`src/sv/ffha_ram.sv`:
```
// Single-port-write, single-port-read memory with registered read data.
`timescale 1ns / 1ps
`default_nettype none
module ffha_ram #(
	parameter int WIDTH = 8,
	parameter int DEPTH = 64
) (
	input  wire logic                     clk,
	input  wire logic                     we,
	input  wire logic [$clog2(DEPTH)-1:0] waddr,
	input  wire logic [WIDTH-1:0]         wdata,
	input  wire logic [$clog2(DEPTH)-1:0] raddr,
	output logic      [WIDTH-1:0]         rdata
);
	logic [WIDTH-1:0] mem_q [DEPTH];

	always_ff @(posedge clk) begin
		if (we) begin
			mem_q[waddr] <= wdata;
		end
		rdata <= mem_q[raddr];
	end
endmodule
`default_nettype wire

```
`config.mk`:
```
export PLATFORM = sky130hd
export DESIGN_NAME = ffha_ram
export DESIGN_NICKNAME = d
export VERILOG_FILES = /design/src/sv/ffha_ram.sv
export SDC_FILE = /design/constraint.sdc
export NUM_CORES = 1
export LEC_CHECK = 0
export ABC_AREA = 1
export BUFFER_PORTS_ARGS = -buffer_cell sky130_fd_sc_hd__buf_2
export CAP_MARGIN = 20
export CORE_MARGIN = 2
export CORE_UTILIZATION = 57
export DETAILED_ROUTE_END_ITERATION = 8
export GPL_ROUTABILITY_DRIVEN = 0
export HOLD_SLACK_MARGIN = 0.15
export PLACE_DENSITY_LB_ADDON = 0.3
export SYNTH_ARGS = -nofsm -noshare
export SYNTH_HDL_FRONTEND = slang
export SYNTH_SLANG_ARGS = --single-unit
```
`constraint.sdc`:
```
create_clock -name clk -period 2.2 [get_ports clk]
set_input_delay 0.44 -clock clk [delete_from_list [all_inputs] [get_ports clk]]
set_output_delay 0.44 -clock clk [all_outputs]
set_load 0.05 [all_outputs]
```
# Word level (Yosys, flattened, before mapping)
# Memory sizes are Yosys's and may differ from the RTL's. A register that Yosys moved wholly into a read port is not among the register bits.
# Cells that the tools add are included.
dict set report totals {
  reg_bits 0
  ramBits 512
  input_bits 22
  output_inout_bits 8
  wordCells 3
  n_memories 1
}
dict set report classes {
  n_mux 2
}
# memory words word_bits read_ports rd_clocked_by_memory_dff write_ports line_no
set memory_table {}
lappend memory_table {mem_q 64 8 1 1 1 15} ;# logic [WIDTH-1:0] mem_q [DEPTH];
# cell count
set op_table {}
lappend op_table {{$mux W1} 2}

# Depth between registers and ports, before layout
# Gate-level depths: netlist of run 1.
dict set report depth {
  word_depth 2
  ltp_mapped 12
  depth_no_buf 9
}

# Least setup slack after synthesis of run 1
# No wires, ideal clock.
dict set report synth_timing {
  kind {input port to flip-flop}
  from {input we}
  to {memory mem_q[48][0] (enable)}
  t_arrival_ps 1811
  required_ps 1805
  path_slack_ps -6
  path_stages 3
  path_cell_list {clkbuf_1 nand4_1 nor4_1}
}
dict set report synth_via {
  elab_chain_cells 2
}
# item line_no
set synth_lines {}
lappend synth_lines {{start: declaration} 9} ;# input wire logic we,
lappend synth_lines {{$mux W1} 18} ;# if (we) begin
lappend synth_lines {{$mux W1 (implied by the code)} 19} ;# mem_q[waddr] <= wdata;
lappend synth_lines {{end: declaration} 15}
# No other way between the ends.

# Final worst setup path of run 1
dict set report layout_timing {
  from {register rdata[2] (read register of mem_q)}
  to {output rdata[2]}
}
# item line_no
set layout_rtl {}
lappend layout_rtl {{start: declaration} 13} ;# output logic [WIDTH-1:0] rdata
# No word-level cell between the ends.

==> results of run 1 <==
## where the power goes
| part | internal (uW) | switching (uW) | total, uW |
|---|---|---|---|
| logic | 389 | 1030 | 1420 |
| clock network | 4830 | 3540 | 8370 |
| registers | 11000 | 32.0 | 11000 |
## worst min-delay path, stage by stage
cell and delay [ns]:
buf_2 0.16, nand3_1 0.10, nand2_1 0.05
## through the flow
| step | util | instance area (sq um) | worst slack [ns] |
|---|---|---|---|
| after global routing | 0.657 | 24100 | 0.440 |
| after detailed placement | 0.613 | 22500 | 0.232 |
| after CTS | 0.657 | 24100 | 0.458 |
| after global placement | 0.613 | 22500 | 0.251 |
| final | 0.657 | 24100 | 0.446 |
| after floorplan | - | 21300 | -0.00612 |
## flip-flops by register name (all words and copies together), names as in the netlist
signal and flops:
mem_q 512, rdata 8
## layer usage
layer	GRT usage	vias to the layer above	share of wire
li1	-	6527	-
met1	0.377	6791	0.39
met2	0.440	775	0.47
met3	0.0521	125	0.097
met4	0.112	2	0.036
met5	0	-	0.00019
## cell usage after synthesis
library cell    n
nand2_1       648
edfxtp_1      512
nand3_1       439
nor2_1         56
buf_2          37
buf_6          35
clkbuf_1       15
buf_4          14
buf_1          10
inv_1          10
nand4_1         9
dfxtp_1         8
nor4_1          8
buf_8           2
inv_2           1
inv_6           1
## final timing paths
path | to | startpoint | cells after the start
worst max-delay path | rdata[2] | rdata[2] | 1
worst min-delay path | rdata[1] | raddr[5] | 3
worst max register to register | rdata[7] | mem_q[19][7] | 8
worst min register to register | rdata[4] | mem_q[4][4] | 8
## logic make-up after synthesis
logic type / count (synthesis) / synth area share
flops: 520 / 0.728
buf+inv: 125 / 0.0402
simple gates: 1160 / 0.232
## layout make-up
| class | instances | area [sq um] | area share |
|---|---|---|---|
| sequential | 520 | 15500 | 0.644 |
| timing repair buffer | 149 | 1370 | 0.0567 |
| tap | 468 | 586 | 0.0243 |
| clock inverter | 21 | 156 | 0.00649 |
| inverter | 12 | 52.6 | 0.00218 |
| antenna | 1 | 2.50 | 0.000104 |
| multi-input combinational | 1160 | 4950 | 0.205 |
| clock buffer | 75 | 1460 | 0.0605 |
==> flow_summary.yaml, run 1 <==
sta:
  report.final.slew_viol_count: 0
  max_freq_mhz: 570
  finClkSkew_ns: 0.0195
  setup_violations: 0
  finalHoldViolCount: 0
  fin_crit_sh: 0.797
  tightest_slew_ns: 0.864
  rsz0062_at_grt: "false"
  period_needed_ns: 1.75
  fin_setup_tns_ns: 0
  relSlewSlack: 0.424
  timing.hold.ws_ns: 0.208
clock_network:
  cts_max_level: 2
  clockBufferDepth: 3
  cts_tree: "built"
  cts-root-buf: "clkbuf_16"
  hold_buffers: 0
  cts-buffers-inserted: 52
  cts.clk_slew.worst_paths_ns: 0.06
  cts_resized: 0
  clock_sinks: 520
  cts_setup_buffers: 0
  clk_latency_ns: 0.58
grt:
  grtUsageTotal: 0.275
  grt_start_max_net_pins: 73
  antenna_found_initial: 2
  grt_overflow_total: 0
  grt_pass1_wl_microns: 80500
  grt_pass1_vias: 14033
route:
  vias: 14220
  first_pass_iters: 6
  wl_per_cell_microns: 21.7
  initialDrtViolationCount: 1646
  via_per_inst: 5.91
  route.detailed.drc: 0
  ant_nets: 0
  drt_wl_total_microns: 52200
placed_design:
  hpwlAfterDp_microns: 31000
  dpl.cell_count: 2309
  port_buffers: 29
synthesis:
  synth_top_area_share: 0.720
  synth_cell_types: 16
  synthCells: 1805
  synth_fp_nets: 1827
  synth-seq-area-share: 0.728
  syn_area_sq_mm: 0.0213
  ys_warn_count: 0
  synth_seq_cells: 520
  syn_area_per_cell_sq_um: 11.8
  synthTopCellsByArea: "edfxtp_1 (72%), nand2_1 (11%), nand3_1 (10%), buf_6 (1.8%), nor2_1 (0.99%)"
  synth_area_leader_cell: "edfxtp_1"
worst_setup_path:
  slowest_stage: "dfxtp_1"
  worstSetupEndpointType: "primary output"
  criticalPathCategory: "reg -> out"
  worstPathCellList: "buf_2"
  cp.required_ns: 1.76
  r2r_slack_ns: 0.78
  crit_fanout: 2
  crit_arrival_ns: 1.31
  critical_path.top_delay_family: "flip-flops"
  slowest_delay_ns: 0.43
  cp-start-kind: "register"
  crit_buf_inv: 1
floorplan:
  fp.coreArea_sq_mm: 0.0367
  io_pins: 30
  die_h_microns: 197
  die-area_sq_mm: 0.0390
  rows: 70
  start_util: 0.581
  die_x_microns: 197
pwr:
  ir_drop_uv: 627
  finalPower_uw: 20800
  power_density_mw_per_mm2: 862
  p_leak_uw: 0.00889
finish:
  syn2layout_area_growth_pct: 13.0
  final_cell_mix: "nand2_1 (648), edfxtp_1 (512), nand3_1 (439), buf_4 (96), nor2_1 (56)"
  final_cells: 2406
  layout_commonest_cell: "nand2_1"
  fillers: 2598
  drive_above_1_share: 0.115
  final_net_count: 1917
min_path:
  hp-class: "in -> reg"
status:
  status: "finished clean"
flow_run:
  drv_cap: 0
(Power assumes the default switching activity.)
==> run 2, diff against run 1 <==
==> constraint.sdc (replaced) <==
create_clock -name clk -period 1.5 [get_ports clk]
set_input_delay 0.3 -clock clk [delete_from_list [all_inputs] [get_ports clk]]
set_output_delay 0.3 -clock clk [all_outputs]
set_load 0.05 [all_outputs]
==> run 2 against run 1 <==
Via count is 1.1% higher. Worst hold slack gained 0.033 ns. Critical endpoint is now rdata[5]. Clock skew shrank 0.0015 ns. Cell area increased by 4.3%. Largest cell class unchanged. Sequential cell count unchanged. Die area did not move. Critical path type unchanged. Total power grew 48%.
==> flow_summary.yaml, run 2 (synthesis gave the netlist of run 1 again) <==
sta:
  finClkSkew_ns: 0.0180
  setup_violations: 0
  report.final.slew_viol_count: 0
  timing.hold.ws_ns: 0.241
  finalHoldViolCount: 0
  fin_crit_sh: 0.993
  tightest_slew_ns: 0.865
  rsz0062_at_grt: "false"
  max_freq_mhz: 672
  period_needed_ns: 1.49
  relSlewSlack: 0.421
finish:
  largest_reg_flops: 512
  syn2layout_area_growth_pct: 17.8
  final_net_count: 1959
  fillers: 2510
  reg.largest.list: "mem_q: 512 flops, rdata: 8 flops"
  layout_commonest_cell: "nand2_1"
  final_cell_mix: "nand2_1 (648), edfxtp_1 (512), nand3_1 (439), buf_4 (109), buf_12 (59)"
  multi_input_area_sq_mm: 0.00523
  seqCellArea_sq_mm: 0.0155
  fin_area_sq_mm: 0.0251
  diodes: 0
  largest-register: "mem_q"
  drive_above_1_share: 0.159
worst_setup_path:
  cp-start-kind: "register"
  worstSetupEndpointType: "primary output"
  slowest_stage: "dfxtp_1"
  critical_path.top_delay_family: "flip-flops"
  crit_arrival_ns: 1.19
  crit_buf_inv: 1
  slowest_delay_ns: 0.40
  criticalPathCategory: "reg -> out"
  rr_worst_depth: 8
  crit_fanout: 1
  worstPathCellList: "buf_6"
  crit_cells: 1
  cp.required_ns: 1.20
route:
  drt_wl_total_microns: 53000
  wl_per_cell_microns: 21.7
  first_pass_iters: 5
  via_per_inst: 5.88
  initialDrtViolationCount: 1691
  ant_nets: 0
  route.detailed.drc: 0
  vias: 14383
placed_design:
  post_dp_cell_area_sq_mm: 0.0235
  hpwlAfterDp_microns: 32700
  port_buffers: 29
clock_network:
  cts-buffers-inserted: 51
  clock_sinks: 520
  cts_max_level: 2
  cts_setup_buffers: 0
  cts.clk_slew.worst_paths_ns: 0.06
  clk_latency_ns: 0.59
  cts_tree: "built"
  clockBufferDepth: 3
  cts-root-buf: "clkbuf_16"
grt:
  antenna_found_initial: 0
  grt_overflow_total: 0
  grt_pass1_wl_microns: 81000
  grt_start_max_net_pins: 65
  grtUsageTotal: 0.279
  grt_pass1_vias: 14179
floorplan:
  die_x_microns: 197
  die_h_microns: 197
  fp.coreArea_sq_mm: 0.0367
  start_util: 0.581
  rows: 70
  die-area_sq_mm: 0.0390
  io_pins: 30
flow_run:
  drv_cap: 0
min_path:
  hp-class: "in -> reg"
  holdPathStages: 2
pwr:
  p_leak_uw: 0.00919
  ir_drop_uv: 939
  power_density_mw_per_mm2: 1220
status:
  status: "finished clean"
run 2: cell count changes in the layout (fill, tap and decap cells not counted), moves of 6 or more:
cell,delta
nor2_1,-44
buf_12,+34
nor2_2,+23
nor2_4,+21
buf_4,+13
buf_2,-8
clkinv_1,+8
nor4_1,-8
nor4_2,+6
run 2: final cells by class:
class	count	share of cell area
Multi-Input combinational cell	1160	0.208
Timing Repair Buffer	192	0.0855
Tap cell	468	0.0233
Clock buffer	65	0.0545
Inverter	12	0.00284
Clock inverter	28	0.00811
Sequential cell	520	0.618
run 2: worst paths after layout:
kind         slack (ns)            to         start
max                0.01      rdata[5]      rdata[5]
min                0.24  mem_q[15][6]      wdata[6]
max reg2reg        0.20      rdata[7]  mem_q[55][7]
min reg2reg        0.80      rdata[4]  mem_q[36][4]
run 2: stage by stage:
| step | util | instances | setup TNS (ns) | total power [uW] | worst slack, ns |
|---|---|---|---|---|---|
| 6_report | 0.685 | 2445 | 0 | 30700 | 0.0111 |
| 5_1_grt | 0.685 | 2445 | 0 | 31500 | 0.00701 |
| 3_3_place_gp | 0.641 | 2351 | -49.03 | 18700 | -0.283 |
| 4_1_cts | 0.685 | 2445 | 0 | 30800 | 0.00185 |
| 2_1_floorplan | - | 1805 | -98.09 | 17700 | -0.353 |
| 3_5_place_dp | 0.641 | 2351 | -58.35 | 18700 | -0.296 |
run 2: power breakdown:
part | total [uW] | internal [uW] | switching [uW]
clock network | 12200 | 6940 | 5250
logic | 2370 | 768 | 1610
registers | 16100 | 16100 | 50.9
total | 30700 | 23800 | 6910
run 2: routing by layer:
layer / track usage / vias to the layer above / part of all wire
met1: 0.378 / 6952 / 0.40
met3: 0.0480 / 117 / 0.086
li1: - / 6633 / -
met4: 0.118 / 0 / 0.037
met5: 0 / - / 0
met2: 0.453 / 681 / 0.48
run 2: repair_timing:
item | 4_1_cts | 5_1_grt
hold buffers | 1 | 0
hold endpoints to repair | 8 | 0
setup endpoints to repair | 8 | 0
resized for setup | 11 | 0
==> run 3, diff against run 2 <==
--- a/config.mk
+++ b/config.mk
@@ -9,11 +9,12 @@
 export BUFFER_PORTS_ARGS = -buffer_cell sky130_fd_sc_hd__buf_2
 export CAP_MARGIN = 20
 export CORE_MARGIN = 2
-export CORE_UTILIZATION = 57
+export CORE_UTILIZATION = 59
 export DETAILED_ROUTE_END_ITERATION = 8
 export GPL_ROUTABILITY_DRIVEN = 0
 export HOLD_SLACK_MARGIN = 0.15
 export PLACE_DENSITY_LB_ADDON = 0.3
+export SKIP_LAST_GASP = 1
 export SYNTH_ARGS = -nofsm -noshare
 export SYNTH_HDL_FRONTEND = slang
 export SYNTH_SLANG_ARGS = --single-unit
==> constraint.sdc (replaced) <==
create_clock -name clk -period 1.4 [get_ports clk]
set_input_delay 0.28 -clock clk [delete_from_list [all_inputs] [get_ports clk]]
set_output_delay 0.28 -clock clk [all_outputs]
set_load 0.05 [all_outputs]
==> run 3 against run 2 <==
Die area fell by 3.3%. Global-route usage barely moved. Non-clock buffer count fell by 23. First-iteration DRC count fell by 9.0%.
==> flow_summary.yaml, run 3 (synthesis gave the netlist of run 1 again) <==
pwr:
  power.switching_uw: 7380
  intPower_uw: 25300
  p_leak_uw: 0.00907
  ir_drop_uv: 1070
  combPwrFrac: 0.077
  power_frac_clock: 0.395
  finalPower_uw: 32700
  swShare: 0.226
  power_density_mw_per_mm2: 1310
  seqPwrFrac: 0.528
finish:
  fin_util: 0.702
  largest_reg_flops: 512
  fillers: 2356
  final_net_count: 1936
  diodes: 0
  seqCellArea_sq_mm: 0.0156
  multi_input_area_sq_mm: 0.00526
  final_cell_mix: "nand2_1 (647), edfxtp_1 (512), nand3_1 (436), buf_4 (88), clkbuf_16 (53)"
  layout_commonest_cell: "nand2_1"
  reg.largest.list: "mem_q: 512 flops, rdata: 8 flops"
  largest-register: "mem_q"
  syn2layout_area_growth_pct: 16.9
  drive_above_1_share: 0.154
worst_setup_path:
  cp.required_ns: 1.12
  worstPathCellList: "buf_8"
  critical_path.top_delay_family: "flip-flops"
  crit_buf_inv: 1
  slowest_delay_ns: 0.37
  rr_worst_depth: 8
  cp-start-kind: "register"
  crit_fanout: 1
  worstSetupEndpointType: "primary output"
  crit_arrival_ns: 1.11
  crit_cells: 1
  slowest_stage: "dfxtp_4"
  criticalPathCategory: "reg -> out"
placed_design:
  dp_slack_ns: -0.515
  hpwlAfterDp_microns: 31400
  port_buffers: 29
grt:
  grt_overflow_total: 0
  grt_pass1_vias: 14028
  grt_pass1_wl_microns: 80200
  antenna_found_initial: 0
  grtUsageTotal: 0.280
  grt_start_max_net_pins: 65
floorplan:
  rows: 69
  die_h_microns: 194
  start_util: 0.600
  die_x_microns: 194
  fp.coreArea_sq_mm: 0.0356
  io_pins: 30
  die-area_sq_mm: 0.0377
min_path:
  holdPathStages: 2
  hp-class: "in -> reg"
clock_network:
  clockBufferDepth: 3
  cts-root-buf: "clkbuf_16"
  cts_max_level: 2
  cts-buffers-inserted: 51
  cts.clk_slew.worst_paths_ns: 0.06
  clock_sinks: 520
  cts_tree: "built"
  clk_latency_ns: 0.59
sta:
  tightest_slew_ns: 0.692
  finalHoldViolCount: 0
  report.final.slew_viol_count: 0
  final.setup.worst_slack_ns: 0.0108
  rsz0062_at_grt: "true"
  setup_violations: 0
  finClkSkew_ns: 0.0124
  fin_crit_sh: 0.992
  max_freq_mhz: 720
  relSlewSlack: 0.537
  period_needed_ns: 1.39
route:
  ant_nets: 0
  initialDrtViolationCount: 1539
  wl_per_cell_microns: 21.5
  vias: 14401
  via_per_inst: 5.96
  route.detailed.drc: 0
  first_pass_iters: 5
  drt_wl_total_microns: 52000
flow_run:
  drv_cap: 0
status:
  status: "finished clean"
## run 3: cell types whose count changed in the layout (fill, tap and decap cells not counted), sizes merged
cell	previous run	this run
clkinv	23	20
inv	11	12
buf	191	168
clkinvlp	3	6
bufinv	3	2
## run 3: final cells by class
| cell class | instances | share of cell area |
|---|---|---|
| Clock buffer | 65 | 0.0550 |
| Clock inverter | 28 | 0.00777 |
| Inverter | 12 | 0.00286 |
| Multi-Input combinational cell | 1160 | 0.211 |
| Sequential cell | 520 | 0.623 |
| Tap cell | 461 | 0.0231 |
| Timing Repair Buffer | 169 | 0.0774 |
## run 3: through the flow
step,area [sq um],hold slack [ns],instances,TNS [ns]
finish,25000,0.181,2415,0
global route,25000,0.172,2415,-0.0493
CTS,24900,0.162,2415,-0.0245
detailed placement,23300,0.637,2321,-121.05
global placement,23300,0.639,2321,-109.71
floorplan,21800,0.379,1805,-151.52
## run 3: final timing paths
| path | startpoint | to | slack, ns |
|---|---|---|---|
| max reg2reg | mem_q[59][4] | rdata[4] | 0.13 |
| max | rdata[0] | rdata[0] | 0.01 |
| min | wdata[5] | mem_q[55][5] | 0.18 |
| min reg2reg | mem_q[40][7] | rdata[7] | 0.83 |
## run 3: metal layers
metal  vias to the layer above  routed length (microns)  global-route usage
met5                         -                        0                   0
met4                         0                     1550               0.102
li1                       6563                        -                   -
met3                       109                     4680              0.0457
met1                      6991                    20500               0.385
met2                       738                    25200               0.456
## run 3: worst reg2reg max path, cell delays in order, from the launching register on
cell and delay [ns]:
edfxtp_1 0.35, nand2_1 0.07, nand3_1 0.10, nand3_1 0.18, nand2_1 0.08, nand2_1 0.06
nand3_1 0.11, nand3_1 0.14, nand2_1 0.08
## run 3: power groups by stage
stage / sequential (uW) / clock, uW / combinational [uW]
after CTS: 17300 / 13000 / 2490
after floorplan: 17700 / 0 / 1290
final: 17300 / 12900 / 2520
after global placement: 17600 / 0 / 2370
after detailed placement: 17600 / 0 / 2420
after global routing: 17300 / 13600 / 2710
## run 3: timing repair
item	4_1_cts	5_1_grt
hold endpoints to repair	8	0
hold buffers	1	0
endpoints found under the setup margin	8	14
resized for setup	28	7
setup buffers	0	0
